==> config.mk <==
export PLATFORM = sky130hd
export DESIGN_NAME = nczit_ctrl
export DESIGN_NICKNAME = d
export VERILOG_FILES = /design/src/hw/rtl/nczit_pkg.sv /design/src/hw/rtl/nczit_ctrl.sv
export SDC_FILE = /design/constraint.sdc
export NUM_CORES = 1
export LEC_CHECK = 0
export ABC_AREA = 1
export BUFFER_PORTS_ARGS = -buffer_cell sky130_fd_sc_hd__buf_2
export CAP_MARGIN = 20
export CORE_MARGIN = 1.5
export CORE_UTILIZATION = 53
export CTS_CLUSTER_SIZE = 8
export DETAILED_ROUTE_END_ITERATION = 16
export GPL_ROUTABILITY_DRIVEN = 1
export PLACE_DENSITY = 0.76
export SETUP_SLACK_MARGIN = 0.02
export SYNTH_ARGS = -nofsm -noshare
export SYNTH_HDL_FRONTEND = slang
export SYNTH_SLANG_ARGS = --single-unit
==> constraint.sdc <==
create_clock -name i_clk -period 2.2 [get_ports i_clk]
set_clock_uncertainty 0.2 [all_clocks]
set_input_delay 0.22 -clock i_clk [delete_from_list [all_inputs] [get_ports i_clk]]
set_output_delay 0.22 -clock i_clk [all_outputs]
set_load 0.02 [all_outputs]
==> src/hw/rtl/nczit_pkg.sv <==
package nczit_pkg;

    localparam int DEF_MAX_INTERVALS = 64;
    localparam int DEF_COORD_WIDTH   = 32;
    localparam int WIND_W            = 16;

    localparam logic OP_RECORD = 1'b0;
    localparam logic OP_COVERS = 1'b1;

    typedef enum logic [4:0] {
        S_IDLE,
        S_DISPATCH,
        S_SC_RD,
        S_SC_CHK,
        S_M1,
        S_REL_RD,
        S_REL_CHK,
        S_M2,
        S_ADV_A,
        S_ADV_B,
        S_M3,
        S_M4,
        S_TAIL,
        S_D_INIT,
        S_D_LOOP,
        S_D_WR,
        S_P_INIT,
        S_P_LOOP,
        S_P_WR,
        S_CV_RD,
        S_CV_CHK,
        S_RES0
    } t_state;

    typedef enum logic [4:0] {
        CMD_NONE,
        CMD_LOAD,
        CMD_RD_P,
        CMD_SCAN_NEXT,
        CMD_LATCH_R,
        CMD_WR_EXTEND,
        CMD_SET_YS_RLO,
        CMD_WR_LOW,
        CMD_PE_YS_YE,
        CMD_PE_YS_RLO,
        CMD_PE_RLO_YS,
        CMD_PE_RLO_RHI,
        CMD_ADV_A,
        CMD_ADV_B,
        CMD_MID_WR,
        CMD_MID_SKIP,
        CMD_DK_INIT,
        CMD_RD_K1,
        CMD_WR_K_SHIFT,
        CMD_DEC,
        CMD_PK_INIT,
        CMD_RD_KM1,
        CMD_WR_K_DN,
        CMD_PUT_FIN,
        CMD_CV_STEP
    } t_cmd_kind;

    typedef struct packed {
        t_cmd_kind kind;
        logic      res;
        logic      res_covered;
        logic      res_full;
    } t_cmd;

    typedef struct packed {
        logic op;
        logic out_valid;
        logic p_lt_cnt;
        logic p1_eq_cnt;
        logic p_gt_cnt;
        logic k1_lt_cnt;
        logic k_gt_p;
        logic cnt_ge_max;
        logic cnt_full2;
        logic empty_or_zero;
        logic ys_gt_mhi;
        logic ys_ge_mhi;
        logic ys_lt_mlo;
        logic ye_le_mhi;
        logic ys_ge_ye;
        logic rhi_eq_ys;
        logic rd_eq_d;
        logic ye_lt_rlo;
        logic ye_eq_rlo;
        logic ys_lt_rlo;
        logic rlo_lt_ys;
        logic nd_zero;
        logic rlo_lt_rhi;
    } t_status;

endpackage

==> src/hw/rtl/nczit_ctrl.sv <==
module nczit_ctrl
    import nczit_pkg::*;
(
    input  logic    i_clk,
    input  logic    i_rst_n,
    input  logic    i_valid,
    output logic    o_ready,
    input  t_status i_status,
    output t_cmd    o_cmd
);

    t_state r_state, n_state, r_ret, n_ret;
    t_status s;

    assign s       = i_status;
    assign o_ready = (r_state == S_IDLE) && !s.out_valid;

    always_comb begin
        n_state = r_state;
        n_ret   = r_ret;
        case (r_state)
            S_IDLE:     if (i_valid && o_ready) n_state = S_DISPATCH;
            S_DISPATCH: begin
                if (s.op == OP_COVERS) n_state = S_CV_RD;
                else if (s.cnt_full2 || s.empty_or_zero) n_state = S_IDLE;
                else n_state = S_SC_RD;
            end
            S_SC_RD:    n_state = s.p_lt_cnt ? S_SC_CHK : S_TAIL;
            S_SC_CHK:   n_state = s.ys_gt_mhi ? S_SC_RD : S_M1;
            S_M1: begin
                if (s.rhi_eq_ys && s.rd_eq_d) begin
                    if (s.p1_eq_cnt) begin
                        n_state = S_IDLE;
                    end else begin
                        n_ret   = S_REL_RD;
                        n_state = S_D_INIT;
                    end
                end else begin
                    n_state = S_M2;
                end
            end
            S_REL_RD:   n_state = S_REL_CHK;
            S_REL_CHK:  n_state = S_M2;
            S_M2: begin
                if (s.ye_lt_rlo) begin
                    n_ret   = S_RES0;
                    n_state = S_P_INIT;
                end else if (s.ye_eq_rlo && s.rd_eq_d) begin
                    n_state = S_IDLE;
                end else if (s.ys_lt_rlo) begin
                    n_ret   = S_ADV_A;
                    n_state = S_P_INIT;
                end else if (s.rlo_lt_ys) begin
                    n_ret   = S_ADV_B;
                    n_state = S_P_INIT;
                end else begin
                    n_state = S_M3;
                end
            end
            S_ADV_A, S_ADV_B: n_state = S_M3;
            S_M3: begin
                if (s.nd_zero) begin
                    n_ret   = S_M4;
                    n_state = S_D_INIT;
                end else begin
                    n_state = S_M4;
                end
            end
            S_M4: begin
                if (s.rlo_lt_rhi) begin
                    n_ret   = S_TAIL;
                    n_state = S_P_INIT;
                end else begin
                    n_state = S_TAIL;
                end
            end
            S_TAIL: begin
                if (!s.ys_ge_ye) begin
                    n_ret   = S_RES0;
                    n_state = S_P_INIT;
                end else begin
                    n_state = S_RES0;
                end
            end
            S_D_INIT:   n_state = s.p_lt_cnt ? S_D_LOOP : r_ret;
            S_D_LOOP:   n_state = s.k1_lt_cnt ? S_D_WR : r_ret;
            S_D_WR:     n_state = S_D_LOOP;
            S_P_INIT:   n_state = (s.cnt_ge_max || s.p_gt_cnt) ? r_ret : S_P_LOOP;
            S_P_LOOP:   n_state = s.k_gt_p ? S_P_WR : r_ret;
            S_P_WR:     n_state = S_P_LOOP;
            S_CV_RD:    n_state = s.p_lt_cnt ? S_CV_CHK : S_IDLE;
            S_CV_CHK: begin
                if (s.ys_ge_mhi) n_state = S_CV_RD;
                else if (s.ys_lt_mlo || s.ye_le_mhi) n_state = S_IDLE;
                else n_state = S_CV_RD;
            end
            S_RES0:     n_state = S_IDLE;
            default:    n_state = S_IDLE;
        endcase
    end

    always_comb begin
        o_cmd = '{kind: CMD_NONE, res: 1'b0, res_covered: 1'b0, res_full: 1'b0};
        case (r_state)
            S_IDLE:     if (i_valid && o_ready) o_cmd.kind = CMD_LOAD;
            S_DISPATCH: begin
                if (s.op == OP_RECORD) begin
                    if (s.cnt_full2) begin
                        o_cmd.res      = 1'b1;
                        o_cmd.res_full = 1'b1;
                    end else if (s.empty_or_zero) begin
                        o_cmd.res = 1'b1;
                    end
                end
            end
            S_SC_RD:    if (s.p_lt_cnt) o_cmd.kind = CMD_RD_P;
            S_SC_CHK:   o_cmd.kind = s.ys_gt_mhi ? CMD_SCAN_NEXT : CMD_LATCH_R;
            S_M1: begin
                if (s.rhi_eq_ys && s.rd_eq_d) begin
                    if (s.p1_eq_cnt) begin
                        o_cmd.kind = CMD_WR_EXTEND;
                        o_cmd.res  = 1'b1;
                    end else begin
                        o_cmd.kind = CMD_SET_YS_RLO;
                    end
                end
            end
            S_REL_RD:   o_cmd.kind = CMD_RD_P;
            S_REL_CHK:  o_cmd.kind = CMD_LATCH_R;
            S_M2: begin
                if (s.ye_lt_rlo) begin
                    o_cmd.kind = CMD_PE_YS_YE;
                end else if (s.ye_eq_rlo && s.rd_eq_d) begin
                    o_cmd.kind = CMD_WR_LOW;
                    o_cmd.res  = 1'b1;
                end else if (s.ys_lt_rlo) begin
                    o_cmd.kind = CMD_PE_YS_RLO;
                end else if (s.rlo_lt_ys) begin
                    o_cmd.kind = CMD_PE_RLO_YS;
                end
            end
            S_ADV_A:    o_cmd.kind = CMD_ADV_A;
            S_ADV_B:    o_cmd.kind = CMD_ADV_B;
            S_M3: begin
                if (!s.nd_zero && s.p_lt_cnt) o_cmd.kind = CMD_MID_WR;
                else o_cmd.kind = CMD_MID_SKIP;
            end
            S_M4:       if (s.rlo_lt_rhi) o_cmd.kind = CMD_PE_RLO_RHI;
            S_TAIL:     if (!s.ys_ge_ye) o_cmd.kind = CMD_PE_YS_YE;
            S_D_INIT:   if (s.p_lt_cnt) o_cmd.kind = CMD_DK_INIT;
            S_D_LOOP:   o_cmd.kind = s.k1_lt_cnt ? CMD_RD_K1 : CMD_DEC;
            S_D_WR:     o_cmd.kind = CMD_WR_K_SHIFT;
            S_P_INIT:   if (!(s.cnt_ge_max || s.p_gt_cnt)) o_cmd.kind = CMD_PK_INIT;
            S_P_LOOP:   o_cmd.kind = s.k_gt_p ? CMD_RD_KM1 : CMD_PUT_FIN;
            S_P_WR:     o_cmd.kind = CMD_WR_K_DN;
            S_CV_RD: begin
                if (s.p_lt_cnt) begin
                    o_cmd.kind = CMD_RD_P;
                end else begin
                    o_cmd.res         = 1'b1;
                    o_cmd.res_covered = s.ys_ge_ye;
                end
            end
            S_CV_CHK: begin
                if (s.ys_ge_mhi) begin
                    o_cmd.kind = CMD_SCAN_NEXT;
                end else if (s.ys_lt_mlo) begin
                    o_cmd.res = 1'b1;
                end else if (s.ye_le_mhi) begin
                    o_cmd.res         = 1'b1;
                    o_cmd.res_covered = 1'b1;
                end else begin
                    o_cmd.kind = CMD_CV_STEP;
                end
            end
            S_RES0:     o_cmd.res = 1'b1;
            default: ;
        endcase
    end

    always_ff @(posedge i_clk) begin
        if (!i_rst_n) begin
            r_state <= S_IDLE;
            r_ret   <= S_IDLE;
        end else begin
            r_state <= n_state;
            r_ret   <= n_ret;
        end
    end

endmodule

==> flow_metrics.py, run 1 <==
metrics = {
    "synthesis": {
        "synth_edf_count": 0,
        "syn_avg_cell_area_um2": 5.09,
        "synthCells": 265,
        "syn_area_um2": 1350,
        "ys_warn_count": 0,
        "yosysSeqAreaShare_pct": 14.8,
        "synth.area.top_cells": "nand2_1 22%, dfxtp_1 15%, nor2_1 13%",
        "syn-num-nets": 291,
        "synth_top_area_share_pct": 21.7,
        "synth.distinct_cells": 24,
        "yosys_register_bits": 10,
        "synthArstFlopShare_pct": 0,
        "yosys_most_used_dff": "dfxtp_1",
        "yosysTopAreaCell": "nand2_1",
    },
    "routing": {
        "via_count": 1934,
        "drc": 0,
        "drt_first_pass_iters": 6,
        "drt-total-wl_um": 5030,
        "wl_per_cell_um": 14.9,
        "via_per_inst": 5.72,
        "ant_nets": 0,
        "drt_first_iter_violations": 142,
    },
    "sta": {
        "tightest_slew_ns": 0.378,
        "setup-violations-final": 0,
        "fmax_ghz": 0.459,
        "layout_min_cycle_time_ns": 2.18,
        "min_period_over_period_pct": 99.1,
        "hold_slack_ns": 0.0330,
        "rsz0062_at_grt": "true",
        "slew_headroom_pct": 74.6,
        "finalHoldViolCount": 0,
        "maxSlewViolCount": 0,
    },
    "outcome": {
        "status": "finished clean",
    },
    "worst_hold_path": {
        "worstHoldPathType": "in -> reg",
    },
    "place": {
        "place.gp.congestion": 1.01,
        "placed_cell_area_um2": 1570,
        "placed_cells": 330,
        "hpwlAfterDp_um": 3910,
        "numPortBuffers": 34,
    },
    "power_and_ir_drop": {
        "vdd_drop_max_mv": 0.643,
        "report.power.total_uw": 1160,
        "power_density_nw_per_um2": 653,
        "p_leak_uw": 0.00101,
    },
    "clock_network": {
        "htreeDepth": 1,
        "cts_made_buffers": 3,
        "cts_root_buf": "clkbuf_4",
        "cts_hold_buf": 0,
        "tritoncts": "done",
        "cts.sinks": 10,
        "clk_pin_slew_worst_paths_ns": 0.07,
        "clkLatencyLatePin_ns": 0.28,
        "clock_path_buffers": 2,
    },
    "die": {
        "die_w_um": 53.5,
        "die_area_um2": 2860,
        "core-area_um2": 2430,
        "start_util_pct": 55.5,
        "rows": 18,
        "ios": 35,
        "die-height_um": 53.5,
    },
    "global_routing": {
        "antenna_found_initial": 0,
        "track_usage_pct": 36.2,
        "grt_max_degree": 10,
        "grt_first_pass_wirelength_um": 7320,
        "grt_pass1_vias": 1609,
        "grt_overflow": 0,
    },
    "worst_setup_path": {
        "cp_max_fo": 9,
        "critPathCaptureType": "output port",
        "worstPathRequired_ns": 1.78,
        "worstPathArrival_ns": 1.76,
        "crit_path_start_kind": "flip-flop",
        "critical_path_class": "reg -> out",
    },
    "layout": {
        "area_delta_synth_final_pct": 31.5,
        "final_cells": 338,
        "drive_gt1_share_pct": 29.2,
        "antenna_cells": 0,
        "fin_area_um2": 1780,
        "nets": 336,
    },
    "job": {
        "maxCapViolations": 0,
    },
}
-- metrics by stage --
stage / util, % / worst slack (ns) / setup TNS, ns
after floorplan: - / 0.360 / 0
after global placement: 64.4 / 0.140 / 0
after detailed placement: 64.4 / 0.140 / 0
after CTS: 66.5 / 0.00291 / 0
after global routing: 73.0 / -0.0454 / -0.0870
final: 73.0 / 0.0200 / 0
-- placed cells by master, fill, tap and decap left out, drive strengths merged, types with 2 or more instances in the layout --
cell	netlist	layout
a21oi	9	9
nand3	25	25
nand4	7	7
nand3b	3	3
nor3	12	12
o2111ai	2	2
buf	1	41
o21ai	19	19
nor2	51	51
clkbuf	0	3
nand2	80	80
inv	38	38
dfxtp	10	10
nor3b	3	3
-- cells in the mapped netlist (2+ instances only) --
master	n
a21oi_1	9
dfxtp_1	10
inv_1	36
nand2_1	78
nand2_2	2
nand3_1	24
nand3b_1	3
nand4_1	7
nor2_1	45
nor2_2	4
nor2_4	2
nor3_1	12
nor3b_1	3
o2111ai_1	2
o21ai_0	19
-- cells by family (layout without fill, tap and decap cells) --
logic type             after synthesis  count (layout)  synth area share (%)
AND/OR/NAND/NOR                    182             182                  59.8
AO/OA/AOI/OAI                       34              34                  14.1
buffers and inverters               39              82                  11.3
flip-flops                          10              10                  14.8
-- power breakdown --
| group | internal [uW] | switching, uW | total (uW) |
|---|---|---|---|
| Combinational | 240 | 494 | 734 |
| Clock | 63.3 | 65.6 | 129 |
| Sequential | 226 | 70.5 | 296 |
| Total | 529 | 630 | 1160 |
-- flip-flops by register name, indices dropped and copies added, names as in the netlist --
register,cells
r_state,5
r_ret,5
-- critical path, cell delays in order, from the launching register on --
cell,delay (ns)
dfxtp_4,0.39
inv_4,0.10
nand3_2,0.13
nor2_4,0.24
nand2_2,0.11
nor3_2,0.19
nor3_2,0.09
nand2_1,0.06
buf_2,0.15
-- per-layer routing --
metal	global-route usage, %	share of wire, %	up-vias
li1	-	-	949
met1	47.7	40	829
met2	56.8	47	130
met3	7.34	8.7	26
met4	14.5	4.6	0
met5	0	0	-
-- path summary, 6_finish.rpt --
kind,startpoint,endpoint,slack [ns],cells after the start
hold / removal,i_rst_n,r_state[4],0.03,3
setup / recovery,r_state[4],o_cmd[4],0.02,8
hold reg to reg,r_ret[0],r_ret[0],0.33,2
setup reg to reg,r_state[1],r_state[1],0.23,11
-- timing repair --
| action | in CTS | in global routing |
|---|---|---|
| pin swaps | 0 | 9 |
| setup buffers | 0 | 5 |
| gates resized for setup | 12 | 38 |
| setup endpoints to repair | 6 | 8 |
-- cell type report --
class | count | area (um2)
Multi-Input combinational cell | 216 | 1120
Inverter | 38 | 148
Clock buffer | 3 | 22.5
Tap cell | 30 | 37.5
Fill cell | 233 | 657
Timing Repair Buffer | 41 | 225
Sequential cell | 10 | 219
Note: power is estimated with default switching activity, not from simulation.
==> run 2, diff against run 1 <==
ABC_AREA = 0   (was 1)
CORE_UTILIZATION = 54   (was 53)
PLACE_DENSITY = 0.8   (was 0.76)
==> run 2 against run 1 <==
The flow now finishes with violations (negative setup slack). Core utilization increased by 12 points. Design area increased by 21%. Hold slack improved by 0.068 ns. First-iteration DRC count increased to 3.7 times the previous value. Power decreased by 46%. Global-route usage decreased by 0.75 points. Critical path type unchanged.
==> flow_metrics.py, run 2 <==
metrics = {
    "outcome": {
        "status": "finished, violations left",
        "violations": "negative setup slack",
    },
    "die": {
        "die-height_um": 55.3,
        "die_area_um2": 3050,
        "ios": 35,
        "rows": 18,
        "die_w_um": 55.3,
        "core-area_um2": 2520,
        "start_util_pct": 58.5,
    },
    "synthesis": {
        "synth_top_area_share_pct": 13.6,
        "synth_edf_count": 0,
        "yosysSeqAreaShare_pct": 13.6,
        "synth.area.top_cells": "dfxtp_1 14%, nor2_1 7.6%, nand2_1 5.9%",
        "synthTopCellsByCount": "30 x nor2_1, 23 x nand2_1, 12 x o21ai_0",
        "yosys_most_used_dff": "dfxtp_1",
        "yosys_register_bits": 10,
        "syn_area_um2": 1480,
        "syn_avg_cell_area_um2": 6.62,
        "synthArstFlopShare_pct": 0,
        "synthCells": 223,
        "synth.distinct_cells": 58,
        "ys_warn_count": 0,
        "yosysTopAreaCell": "dfxtp_1",
        "synth.most_common_cell": "nor2_1",
        "syn-num-nets": 249,
    },
    "worst_hold_path": {
        "hold_depth": 2,
        "worstHoldPathType": "in -> reg",
    },
    "place": {
        "hpwlAfterDp_um": 3880,
        "place.gp.congestion": 1.10,
        "numPortBuffers": 34,
    },
    "global_routing": {
        "antenna_found_initial": 0,
        "grt_max_degree": 18,
        "track_usage_pct": 35.5,
        "grt_pass1_vias": 1919,
        "grt_first_pass_wirelength_um": 8830,
        "grt_overflow": 0,
    },
    "worst_setup_path": {
        "worstPathRequired_ns": 1.78,
        "cp_max_fo": 6,
        "crit_path_start_kind": "flip-flop",
        "reg2reg_depth": 6,
        "worstPathArrival_ns": 1.90,
        "critical_path_class": "reg -> out",
        "critPathCaptureType": "output port",
    },
    "layout": {
        "n_fill_cell": 130,
        "area_delta_synth_final_pct": 45.5,
        "top_regs": "r_ret x5, r_state x5",
        "nets": 308,
        "final_cell_mix": "31 x buf_2, 31 x buf_4, 25 x nor2_1, 23 x nand2_1, 11 x o21ai_0",
        "antenna_cells": 0,
        "fin_util_pct": 85.1,
        "drive_gt1_share_pct": 40.4,
    },
    "routing": {
        "drt_first_iter_violations": 522,
        "via_count": 2340,
        "ant_nets": 0,
        "via_per_inst": 7.55,
        "drc": 0,
        "wl_per_cell_um": 22.1,
        "drt-total-wl_um": 6840,
        "drt_first_pass_iters": 7,
    },
    "power_and_ir_drop": {
        "p_leak_uw": 0.000890,
        "power_density_nw_per_um2": 292,
        "vdd_drop_max_mv": 0.534,
        "report.power.total_uw": 627,
    },
    "sta": {
        "fin_ws_ns": -0.121,
        "finalHoldViolCount": 0,
        "hold_slack_ns": 0.101,
        "slew_headroom_pct": 71.3,
        "min_period_over_period_pct": 105,
        "tightest_slew_ns": 0.430,
        "fmax_ghz": 0.431,
        "setup-violations-final": 4,
        "maxSlewViolCount": 0,
        "rsz0062_at_grt": "true",
        "layout_min_cycle_time_ns": 2.32,
    },
    "clock_network": {
        "cts_root_buf": "clkbuf_4",
        "clkLatencyLatePin_ns": 0.25,
        "htreeDepth": 1,
        "cts_hold_buf": 0,
        "clock_path_buffers": 2,
        "cts.sinks": 10,
        "cts_made_buffers": 3,
        "clk_pin_slew_worst_paths_ns": 0.06,
        "tritoncts": "done",
    },
    "job": {
        "maxCapViolations": 0,
    },
}
## run 2: cell types whose count changed in the layout (fill, tap and decap cells not counted), sizes merged, moves of 8 or more
| cell | before | now |
|---|---|---|
| nand2 | 80 | 24 |
| inv | 38 | 4 |
| buf | 41 | 70 |
| nor2 | 51 | 30 |
| nand3 | 25 | 11 |
| nand2b | 0 | 8 |
## run 2: power breakdown
group,switching (uW),internal (uW),total [uW]
Combinational,180,135,315
Sequential,12.7,184,197
Clock,52.5,62.6,115
Total,245,381,627
## run 2: critical path, cell delays in order, from the launching register on
cell      delay (ns)
dfxtp_4         0.37
nand2b_1        0.33
nor2_2          0.31
nand3_1         0.19
and3_1          0.20
o211ai_1        0.08
buf_4           0.17
## run 2: through the flow
| step | setup WS (ns) | cell area, um2 | std cells | setup TNS [ns] |
|---|---|---|---|---|
| floorplan | 0.0485 | 1480 | 223 | 0 |
| global placement | 0.0834 | 1740 | 288 | 0 |
| detailed placement | 0.108 | 1740 | 288 | 0 |
| CTS | 0.00202 | 1930 | 300 | 0 |
| global route | -0.225 | 2150 | 310 | -0.603 |
| finish | -0.121 | 2150 | 310 | -0.275 |
## run 2: layout make-up
class / instances / area [um2] / share of cell area (%)
clock buffer: 3 / 22.5 / 1.05
inverter: 5 / 22.5 / 1.05
multi-input combinational: 191 / 1300 / 60.7
sequential: 10 / 216 / 10.1
tap: 30 / 37.5 / 1.75
timing repair buffer: 71 / 544 / 25.4
## run 2: path summary, 6_finish.rpt
| path | from | to | slack, ns |
|---|---|---|---|
| setup reg to reg | r_state[1] | r_ret[3] | 0.10 |
| hold reg to reg | r_ret[0] | r_ret[0] | 0.29 |
| hold / removal | i_rst_n | r_ret[3] | 0.10 |
| setup / recovery | r_state[3] | o_cmd[3] | -0.12 |
## run 2: cells by family (layout without fill, tap and decap cells)
| group | after synthesis | after routing | share of synthesized area [%] |
|---|---|---|---|
| and+or+nand+nor | 118 | 118 | 42.0 |
| AOI/OAI and AO/OA | 67 | 67 | 32.1 |
| buffers and inverters | 22 | 79 | 7.46 |
| DFF | 10 | 10 | 13.6 |
| muxes | 5 | 5 | 4.24 |
| xor gates and xnor gates | 1 | 1 | 0.594 |
## run 2: repair_timing
item                                    CTS  global route
cloned                                    1             0
endpoints found under the setup margin    7             8
pin swaps                                 5             7
setup buffers                             8            10
gates resized for setup                  20            32
## run 2: metal layers
layer / part of all wire (%) / vias up / track usage [%]
met2: 41 / 260 / 54.6
met3: 16 / 82 / 4.92
met1: 35 / 1026 / 48.3
li1: - / 972 / -
met4: 7.8 / 0 / 17.8
met5: 0 / - / 0
